$ cat config.mk
export PLATFORM = sky130hd
export DESIGN_NAME = int64_to_decimal_ascii_core
export DESIGN_NICKNAME = d
export VERILOG_FILES = /design/src/hdl/i2a_pkg.sv /design/src/hdl/int64_to_decimal_ascii_core.sv /design/src/hdl/i2a_dabble_stage.sv /design/src/hdl/i2a_serializer.sv
export SDC_FILE = /design/constraint.sdc
export NUM_CORES = 2
export LEC_CHECK = 0
export BUFFER_PORTS_ARGS = -buffer_cell sky130_fd_sc_hd__clkbuf_2
export CAP_MARGIN = 10
export CORE_MARGIN = 2
export CORE_UTILIZATION = 55
export CTS_BUF_LIST = sky130_fd_sc_hd__clkbuf_4 sky130_fd_sc_hd__clkbuf_8
export DETAILED_ROUTE_END_ITERATION = 16
export PLACE_DENSITY = 0.78
export SYNTH_ARGS = -nofsm -noshare
export SYNTH_HDL_FRONTEND = slang
export SYNTH_SLANG_ARGS = --single-unit
$ cat constraint.sdc
create_clock -name clk_i -period 26 [get_ports clk_i]
set_input_delay 5.2 -clock clk_i [delete_from_list [all_inputs] [get_ports clk_i]]
set_output_delay 5.2 -clock clk_i [all_outputs]
set_load 0.005 [all_outputs]
$ cat src/hdl/i2a_pkg.sv
// Package for the int64 to decimal ASCII converter.
// Holds the shared widths, ASCII codes and the double-dabble step function.
// No dependencies.
`default_nettype none
package i2a_pkg;

  localparam int unsigned ValueW       = 64;
  localparam int unsigned CharW        = 8;
  localparam int unsigned DigitW       = 4;
  // A signed 64-bit magnitude never exceeds 2^63, which has 19 decimal digits.
  localparam int unsigned BcdDigits    = 19;
  localparam int unsigned BcdW         = BcdDigits * DigitW;
  localparam int unsigned IdxW         = $clog2(BcdDigits + 1);
  localparam int unsigned StepsPerStg  = 8;
  localparam int unsigned NumStages    = ValueW / StepsPerStg;
  localparam int unsigned DefMaxDigits = 19;

  localparam logic [CharW-1:0] CharZero  = 8'd48;
  localparam logic [CharW-1:0] CharMinus = 8'd45;

  typedef logic [BcdW-1:0] bcd_t;

  // One double-dabble step: add three to every digit of five or more,
  // then shift the next binary bit in at the bottom.
  function automatic bcd_t dabble_step(input bcd_t bcd, input logic bit_in);
    bcd_t adj;
    adj = bcd;
    for (int d = 0; d < BcdDigits; d++) begin
      if (adj[d*DigitW +: DigitW] >= 4'd5) begin
        adj[d*DigitW +: DigitW] = adj[d*DigitW +: DigitW] + 4'd3;
      end
    end
    return {adj[BcdW-2:0], bit_in};
  endfunction

endpackage
`default_nettype wire

$ cat src/hdl/int64_to_decimal_ascii_core.sv
// Top level of the signed 64-bit integer to decimal ASCII converter.
// Depends on i2a_pkg, i2a_dabble_stage and i2a_serializer.
//
// Each accepted 64-bit value yields its decimal text, one character per
// output beat, sign first, with last_o on the final character. The text
// of a value is 1 to 20 characters long; the output channel sets the
// rate. The conversion runs through a nine-stage pipeline (a negation
// stage and eight double-dabble stages of eight bits each), and later
// values convert while earlier text is still being sent.
`default_nettype none
module int64_to_decimal_ascii_core #(
  parameter int unsigned MAX_DIGITS = i2a_pkg::DefMaxDigits
) (
  input  wire logic                        clk_i,
  input  wire logic                        rst_ni,
  input  wire logic                        in_valid_i,
  output logic                             in_stall_o,
  input  wire logic [i2a_pkg::ValueW-1:0]  value_i,
  output logic                             out_valid_o,
  input  wire logic                        out_stall_i,
  output logic [i2a_pkg::CharW-1:0]        out_char_o,
  output logic                             last_o
);
  import i2a_pkg::*;

  logic              adv;
  logic              take;
  logic              v0_q;
  logic              neg0_q;
  logic [ValueW-1:0] mag0_q;

  logic              sv [NumStages+1];
  logic              sn [NumStages+1];
  bcd_t              sb [NumStages+1];
  logic [ValueW-1:0] sm [NumStages+1];

  // The whole pipeline moves unless a finished number waits at its end.
  assign adv        = !(sv[NumStages] && !take);
  assign in_stall_o = !adv;

  // Sign and magnitude stage.
  always_ff @(posedge clk_i or negedge rst_ni) begin
    if (!rst_ni) begin
      v0_q <= 1'b0;
    end else if (adv) begin
      v0_q <= in_valid_i;
    end
  end

  always_ff @(posedge clk_i) begin
    if (adv) begin
      neg0_q <= value_i[ValueW-1];
      mag0_q <= value_i[ValueW-1] ? (ValueW'(0) - value_i) : value_i;
    end
  end

  assign sv[0] = v0_q;
  assign sn[0] = neg0_q;
  assign sb[0] = '0;
  assign sm[0] = mag0_q;

  // Binary to BCD conversion stages.
  for (genvar g = 0; g < NumStages; g++) begin : g_stage
    i2a_dabble_stage u_stage (
      .clk_i   (clk_i),
      .rst_ni  (rst_ni),
      .en_i    (adv),
      .valid_i (sv[g]),
      .neg_i   (sn[g]),
      .bcd_i   (sb[g]),
      .bin_i   (sm[g]),
      .valid_o (sv[g+1]),
      .neg_o   (sn[g+1]),
      .bcd_o   (sb[g+1]),
      .bin_o   (sm[g+1])
    );
  end

  // Character output.
  i2a_serializer #(
    .MAX_DIGITS (MAX_DIGITS)
  ) u_ser (
    .clk_i       (clk_i),
    .rst_ni      (rst_ni),
    .valid_i     (sv[NumStages]),
    .neg_i       (sn[NumStages]),
    .bcd_i       (sb[NumStages]),
    .take_o      (take),
    .out_char_o  (out_char_o),
    .last_o      (last_o),
    .out_valid_o (out_valid_o),
    .out_stall_i (out_stall_i)
  );

endmodule
`default_nettype wire

$ cat src/hdl/i2a_dabble_stage.sv
// One register stage of the binary to BCD pipeline: eight dabble steps.
// Depends on i2a_pkg.
`default_nettype none
module i2a_dabble_stage (
  input  wire logic                        clk_i,
  input  wire logic                        rst_ni,
  input  wire logic                        en_i,
  input  wire logic                        valid_i,
  input  wire logic                        neg_i,
  input  wire i2a_pkg::bcd_t               bcd_i,
  input  wire logic [i2a_pkg::ValueW-1:0]  bin_i,
  output logic                             valid_o,
  output logic                             neg_o,
  output i2a_pkg::bcd_t                    bcd_o,
  output logic [i2a_pkg::ValueW-1:0]       bin_o
);
  import i2a_pkg::*;

  logic              valid_q;
  logic              neg_q;
  bcd_t              bcd_q, bcd_d;
  logic [ValueW-1:0] bin_q, bin_d;

  // Eight steps take the top eight bits of the remaining binary word.
  always_comb begin
    bcd_d = bcd_i;
    for (int s = 0; s < StepsPerStg; s++) begin
      bcd_d = dabble_step(bcd_d, bin_i[ValueW-1-s]);
    end
    bin_d = {bin_i[ValueW-StepsPerStg-1:0], {StepsPerStg{1'b0}}};
  end

  // Valid bit under reset.
  always_ff @(posedge clk_i or negedge rst_ni) begin
    if (!rst_ni) begin
      valid_q <= 1'b0;
    end else if (en_i) begin
      valid_q <= valid_i;
    end
  end

  // Payload registers.
  always_ff @(posedge clk_i) begin
    if (en_i) begin
      neg_q <= neg_i;
      bcd_q <= bcd_d;
      bin_q <= bin_d;
    end
  end

  assign valid_o = valid_q;
  assign neg_o   = neg_q;
  assign bcd_o   = bcd_q;
  assign bin_o   = bin_q;

endmodule
`default_nettype wire

$ cat src/hdl/i2a_serializer.sv
// Character serializer: takes a converted BCD number and emits its text.
// Depends on i2a_pkg.
`default_nettype none
module i2a_serializer #(
  parameter int unsigned MAX_DIGITS = i2a_pkg::DefMaxDigits
) (
  input  wire logic                       clk_i,
  input  wire logic                       rst_ni,
  input  wire logic                       valid_i,
  input  wire logic                       neg_i,
  input  wire i2a_pkg::bcd_t              bcd_i,
  output logic                            take_o,
  output logic [i2a_pkg::CharW-1:0]       out_char_o,
  output logic                            last_o,
  output logic                            out_valid_o,
  input  wire logic                       out_stall_i
);
  import i2a_pkg::*;

  localparam logic [IdxW-1:0] MaxIdx = IdxW'(MAX_DIGITS - 1);

  logic                busy_q, busy_d;
  logic                neg_q, neg_d;
  logic [IdxW-1:0]     idx_q, idx_d;
  logic [DigitW-1:0]   dig_q [BcdDigits];
  logic [IdxW-1:0]     top_idx;
  logic [IdxW-1:0]     start_idx;
  logic                beat;
  logic                load;

  // Index of the highest nonzero digit, zero for a zero value.
  always_comb begin
    top_idx = '0;
    for (int d = 0; d < BcdDigits; d++) begin
      if (bcd_i[d*DigitW +: DigitW] != '0) begin
        top_idx = IdxW'(d);
      end
    end
    start_idx = (top_idx > MaxIdx) ? MaxIdx : top_idx;
  end

  assign beat   = busy_q && !out_stall_i;
  assign take_o = !busy_q || (beat && last_o);
  assign load   = take_o && valid_i;

  // Next-state logic for the emit counter.
  always_comb begin
    busy_d = busy_q;
    neg_d  = neg_q;
    idx_d  = idx_q;
    if (load) begin
      busy_d = 1'b1;
      neg_d  = neg_i;
      idx_d  = start_idx;
    end else if (beat) begin
      if (neg_q) begin
        neg_d = 1'b0;
      end else if (idx_q == '0) begin
        busy_d = 1'b0;
      end else begin
        idx_d = idx_q - 1'b1;
      end
    end
  end

  always_ff @(posedge clk_i or negedge rst_ni) begin
    if (!rst_ni) begin
      busy_q <= 1'b0;
      neg_q  <= 1'b0;
      idx_q  <= '0;
    end else begin
      busy_q <= busy_d;
      neg_q  <= neg_d;
      idx_q  <= idx_d;
    end
  end

  // Digit holding registers, loaded with each new number.
  always_ff @(posedge clk_i) begin
    if (load) begin
      for (int d = 0; d < BcdDigits; d++) begin
        dig_q[d] <= bcd_i[d*DigitW +: DigitW];
      end
    end
  end

  // Output beat: the sign first, then digits from the top down.
  assign out_valid_o = busy_q;
  assign out_char_o  = neg_q ? CharMinus : (CharZero + CharW'(dig_q[idx_q]));
  assign last_o      = !neg_q && (idx_q == '0);

endmodule
`default_nettype wire

# After elaboration in Yosys (flattened, before gate mapping)
# Memories as Yosys holds them, arrays and structs flattened.
# Index checks and enable logic that the tools add are counted.
word_totals:
  register_bits: 857
  mem_bits_rw: 76
  inputBits: 68
  elab_cells: 3191
  mem_count: 1
mem_list:
  columns: ["memory", "depth", "word_bits", "read_ports", "rd_ports_with_merged_regs", "write_ports", "line_no", "source"]
  rows:
  - ["u_ser.dig_q", 19, 4, 1, 0, 19, "i2a_serializer.sv:25", "logic [DigitW-1:0] dig_q [BcdDigits];"]
classes:
  n_addsub: 1029
  magnitude_cmp: 1027
  n_eq_ne: 2
  n_mux: 1059
  reduce_logical: 33
op_table:
  columns: ["cell", "n"]
  rows:
  - ["$ge A4 B3 Y1 const B", 1007]
  - ["$mux W4", 979]
  - ["$add A4 B2 Y4 const B", 963]
  - ["$mux W3", 45]
  - ["$add A3 B2 Y3 const B", 44]
  - ["$mux W5", 22]
  - ["$reduce_bool A4 Y1", 18]
  - ["$sub A1 B64 Y64 const A", 1]
  - ["$mux W63", 1]
  - ["$add A1 B2 Y3 const B", 17]
  - ["$ge A1 B3 Y1 const B", 17]
  - ["$mux W1", 11]
  - ["$mux W8", 1]
  - ["$add A6 B4 Y7 const A", 1]
  - ["$add A1 B2 Y3 const AB", 2]
  - ["$ge A1 B3 Y1 const AB", 2]
  - ["$reduce_and A3 Y1", 2]
  - ["$gt A5 B5 Y1 const B", 1]
  - ["$logic_and A1 B1 Y1", 5]
  - ["$logic_not A5 Y1", 1]
  - ["$sub A5 B1 Y5 const B", 1]
  - ["$logic_not A1 Y1", 4]
  - ["$reduce_bool A2 Y1", 2]
  - ["$ne A2 B1 Y1 const B", 1]
  - ["other kinds (2)", 2]

# Depth between registers and ports, before layout
depth:
  depth_word: 22
  ltp_mapped: 38
  mapped_depth_nobuf: 38

# By module
# From an unflattened synthesis, not the netlist that was laid out.
hier_totals:
  hier_cells: 25753
  area_unflattened_um2: 196524.7
modules_own_cells:
  columns: ["mod", "instances", "cells_each", "area_each_um2", "seq_area_each_um2"]
  rows:
  - ["i2a_dabble_stage", 8, 3157, 23669.0, 4018.9]
  - ["i2a_serializer", 1, 219, 3699.8, 2457.4]
  - ["int64_to_decimal_ascii_core", 1, 278, 3473.3, 1976.9]

# Least setup slack after synthesis
# OpenSTA, ideal clock, no wires.
synth_timing:
  path_type: "input-to-reg"
  from: "in out_stall_i"
  to: "reg g_stage[0].u_stage.bcd_q[0] (enable)"
  arrival_time_ns: 24.047
  required_time_ns: 24.703
  setup_slack_ns: 0.656
  cell_stages: 5
  path_cell_list: "or2_2 o21ai_0 inv_1 nand2_1 clkbuf_1"
synth_via:
  elab_chain_cells: 6
synth_rtl:
  columns: ["item", "line_no", "source"]
  rows:
  - ["from (decl)", "int64_to_decimal_ascii_core.sv:20", "input wire logic out_stall_i,"]
  - ["$logic_not A1 Y1", "i2a_serializer.sv:42", "assign beat = busy_q && !out_stall_i;"]
  - ["$logic_and A1 B1 Y1", "i2a_serializer.sv:42", null]
  - ["$logic_and A1 B1 Y1", "i2a_serializer.sv:43", "assign take_o = !busy_q || (beat && last_o);"]
  - ["$logic_or A1 B1 Y1", "i2a_serializer.sv:43", null]
  - ["$logic_not A1 Y1", "int64_to_decimal_ascii_core.sv:38", "assign adv = !(sv[NumStages] && !take);"]
  - ["$logic_and A1 B1 Y1", "int64_to_decimal_ascii_core.sv:38", null]
  - ["to (signal assigned)", "i2a_dabble_stage.sv:46", "bcd_q <= bcd_d;"]
  - ["to (decl)", "i2a_dabble_stage.sv:21", "bcd_t bcd_q, bcd_d;"]
# No other way between the ends.
# A chain may end at the register's enable or synchronous reset.

# Worst setup path after layout
layout_timing:
  from: "in out_stall_i"
  to: "out in_stall_o"
layout_via:
  elab_chain_cells: 6
layout_rtl:
  columns: ["item", "line_no", "source"]
  rows:
  - ["$logic_not A1 Y1", "i2a_serializer.sv:42", null]
  - ["$logic_and A1 B1 Y1", "i2a_serializer.sv:42", null]
  - ["$logic_and A1 B1 Y1", "i2a_serializer.sv:43", null]
  - ["$logic_or A1 B1 Y1", "i2a_serializer.sv:43", null]
  - ["$logic_not A1 Y1", "int64_to_decimal_ascii_core.sv:38", null]
  - ["$logic_and A1 B1 Y1", "int64_to_decimal_ascii_core.sv:38", null]
  - ["to (decl)", "int64_to_decimal_ascii_core.sv:17", "output logic in_stall_o,"]
# No other way between the ends.

==> summary.txt <==
Route
  – Number of vias after detailed routing: roughly 94000
  – Initial DRC Count: 6335
  – Routed length per instance: 15.4 um
  – Drt pass-1 iters: 9
  – ANT nets after route: 0
  – Total wire length: 228000 um
  – Vias per inst: 6.32
  – DRC violations left: 0

Placed design
  – IO buf count: 75
  – Gpl congestion: 0.891
  – Inst Count DP: around 15000
  – DPL Wire Length: 175000 um

Finish
  – Commonest cells after routing, fill and taps aside: 1028 x a21oi_1, 1019 x nor2_1, 970 x o21ai_0, 901 x nand2_1, 859 x inv_1
  – Area of the multi-input gates: 71200 um^2
  – Nets: between 10000 and 15000
  – Most common library cell in the layout ignoring fill and taps: a21oi_1
  – Non-filler instance count after layout: 14800
  – Final Core Density: 58.3%
  – Area growth from synthesis to layout: 5.55%
  – Share of cells above drive strength 1: 8.26%
  – Register area: around 23000 um^2
  – Fillers: 15500

Critical path
  – Max stage delay on crit path: 0.50 ns
  – Crit. End Element: output pin
  – FF-to-FF setup slack: 17.30 ns
  – CP cell instances: clkbuf_2 > or2_2 > o21ai_0 > inv_1 > nand2_4 > clkinv_1 > clkbuf_2
  – Crit path launch type: input port
  – Critical path arrival: 7.22 ns
  – Most frequent CP cell: clkbuf_2
  – Crit-path slowest cell: nand2_4
  – Critical path data required time: 20.80 ns
  – Critical path type: in2out
  – CP Max Fanout: 48

Global routing
  – Vias in the first global route: 87200
  – GRT Util Overall: around a quarter
  – Initial antenna violation count: 3
  – Largest net degree at the start of global routing: 88
  – Grt total ovfl: 0
  – First-pass GRT wire length: 384000 um

Logic synthesis
  – Top cell type's share of synthesized area: 22.7%
  – Post-synth ARST share: 2.11%
  – YS warnings: 0
  – Syn Inst Count: around 12000
  – Area leader, netlist: edfxtp_1
  – Mapped cell area: 98300 um^2
  – Main synth FF type: edfxtp_1
  – Netlist cell types: 133
  – Synth area leaders: edfxtp_1 23%, ha_1 7.4%, a21oi_1 5.2%
  – Register area share after synthesis: 23.1%
  – Post-synth EDFFs: 743
  – #FFs+latches synth: between 700 and 800
  – Syn avg cell area: 7.94 um^2

Floorplan
  – Die span in y: 427 um
  – # rows: 155
  – Number of top-level pins: 79
  – Initial Util: 55.2%
  – Core Area: 178000 um^2
  – Die extent in x: 427 um
  – Full die area: 182000 um^2

Timing
  – Fmax: around 81 MHz
  – Final period util: 47.8%
  – Unrepaired setup endpoints after global routing: no
  – Max-slew violations: 0
  – Min Tclk post-route: 12.42 ns
  – Slew HR: 11.0%
  – Final setup viols: 0
  – Worst Tran Pin Value: 1.32 ns
  – Skew final: ~0.098 ns
  – Fin Setup TNS: 0 ns
  – Endpoints failing hold: 0

Clock tree
  – # hold bufs at CTS: 0
  – Num Clock Sinks: about 760
  – Post-cts resize count: 0
  – CTS root buf: clkbuf_8
  – CTS buffer count: 141
  – Clock-pin transition on the worst setup and hold timing paths: 0.06 ns
  – CTS Buffer Depth: 3
  – CTS tree: built
  – Setup Fix Bufs, Post-CTS: 0
  – H-tree depth: 4
  – Worst-Skew Late Latency: between 0.9 and 1 ns

Run status
  – Status: completed

Job
  – Max-cap violations: 0

Hold path
  – Hold Path Class: reg2reg
[registers in the layout (all words and copies together), names as in the netlist]
name,count
g_stage.u_stage.bcd_o,370
g_stage.u_stage.bin_o,224
g_stage.u_stage.neg_o,8
g_stage.u_stage.valid_o,8
mag0_q,64
neg0_q,1
u_ser.dig_q,76
u_ser.idx_q,5
u_ser.neg_q,1
u_ser.out_valid_o,1
v0_q,1
[cells in the mapped netlist, types with 237 or more instances]
cell	instances
o21ai_0	970
clkbuf_1	237
a21oi_1	1028
a211oi_1	253
mux2i_1	397
xnor2_1	470
o211ai_1	241
nand2b_1	240
nand2_1	902
edfxtp_1	743
nor2_1	1019
ha_1	582
nor3_1	334
nand3_1	293
inv_1	859
mux2_2	255
[routing by layer]
layer  up-vias  track usage, %  part of all wire (%)
met2      1972            44.8                    51
met4         2            9.47                   3.3
met5         -               0                0.0057
li1      47200               -                     -
met1     44100            27.2                    42
met3       440            2.91                   3.4
[final timing paths]
path	startpoint	end	depth (start not counted)
setup / recovery	out_stall_i	in_stall_o	7
hold / removal	g_stage[2].u_stage.bin_o[51]	g_stage[3].u_stage.bin_o[59]	0
setup reg to reg	g_stage[6].u_stage.bcd_o[28]	g_stage[7].u_stage.bcd_o[44]	27
hold reg to reg	g_stage[2].u_stage.bin_o[51]	g_stage[3].u_stage.bin_o[59]	0
max in group asynchronous	rst_ni	u_ser.idx_q[0]	1
min in group asynchronous	rst_ni	g_stage[7].u_stage.valid_o	1
[layout make-up]
| class | count | share of cell area (%) |
|---|---|---|
| Timing Repair Buffer | 102 | 0.557 |
| Clock buffer | 174 | 2.11 |
| Sequential cell | 759 | 21.9 |
| Tap cell | 2355 | 2.84 |
| Clock inverter | 82 | 0.791 |
| Antenna cell | 3 | 0.00723 |
| Inverter | 882 | 3.19 |
| Multi-Input combinational cell | 10500 | 68.6 |
[cell families after synthesis]
kind of cell    Yosys count  synth area share [%]
buf+inv                1158                  4.49
compound gates         4689                  32.0
simple gates           3856                  19.3
flops                   759                  23.1
fa+ha+maj               617                  7.76
other cells               2               0.00764
xor+xnor                620                  5.78
mux                     681                  7.58
[per-stage QoR]
stage                     hold WS, ns  area [um^2]  setup WS (ns)
after global placement          0.401       101000          13.68
after detailed placement        0.405       101000          13.56
after floorplan                 0.400        98300          0.656
after global routing            0.370       104000          13.40
final                           0.364       104000          13.58
after CTS                       0.364       104000          13.53
[worst max-delay path, delay by kind of cell]
| family | cells | cell delay [ns] |
|---|---|---|
| compound gates | 1 | 0.36 |
| buf+inv | 4 | 0.84 |
| simple gates | 2 | 0.81 |
Power is left out: the tool's default activity adds up to more than one toggle a clock period on the data nets, which glitch-free logic cannot reach.
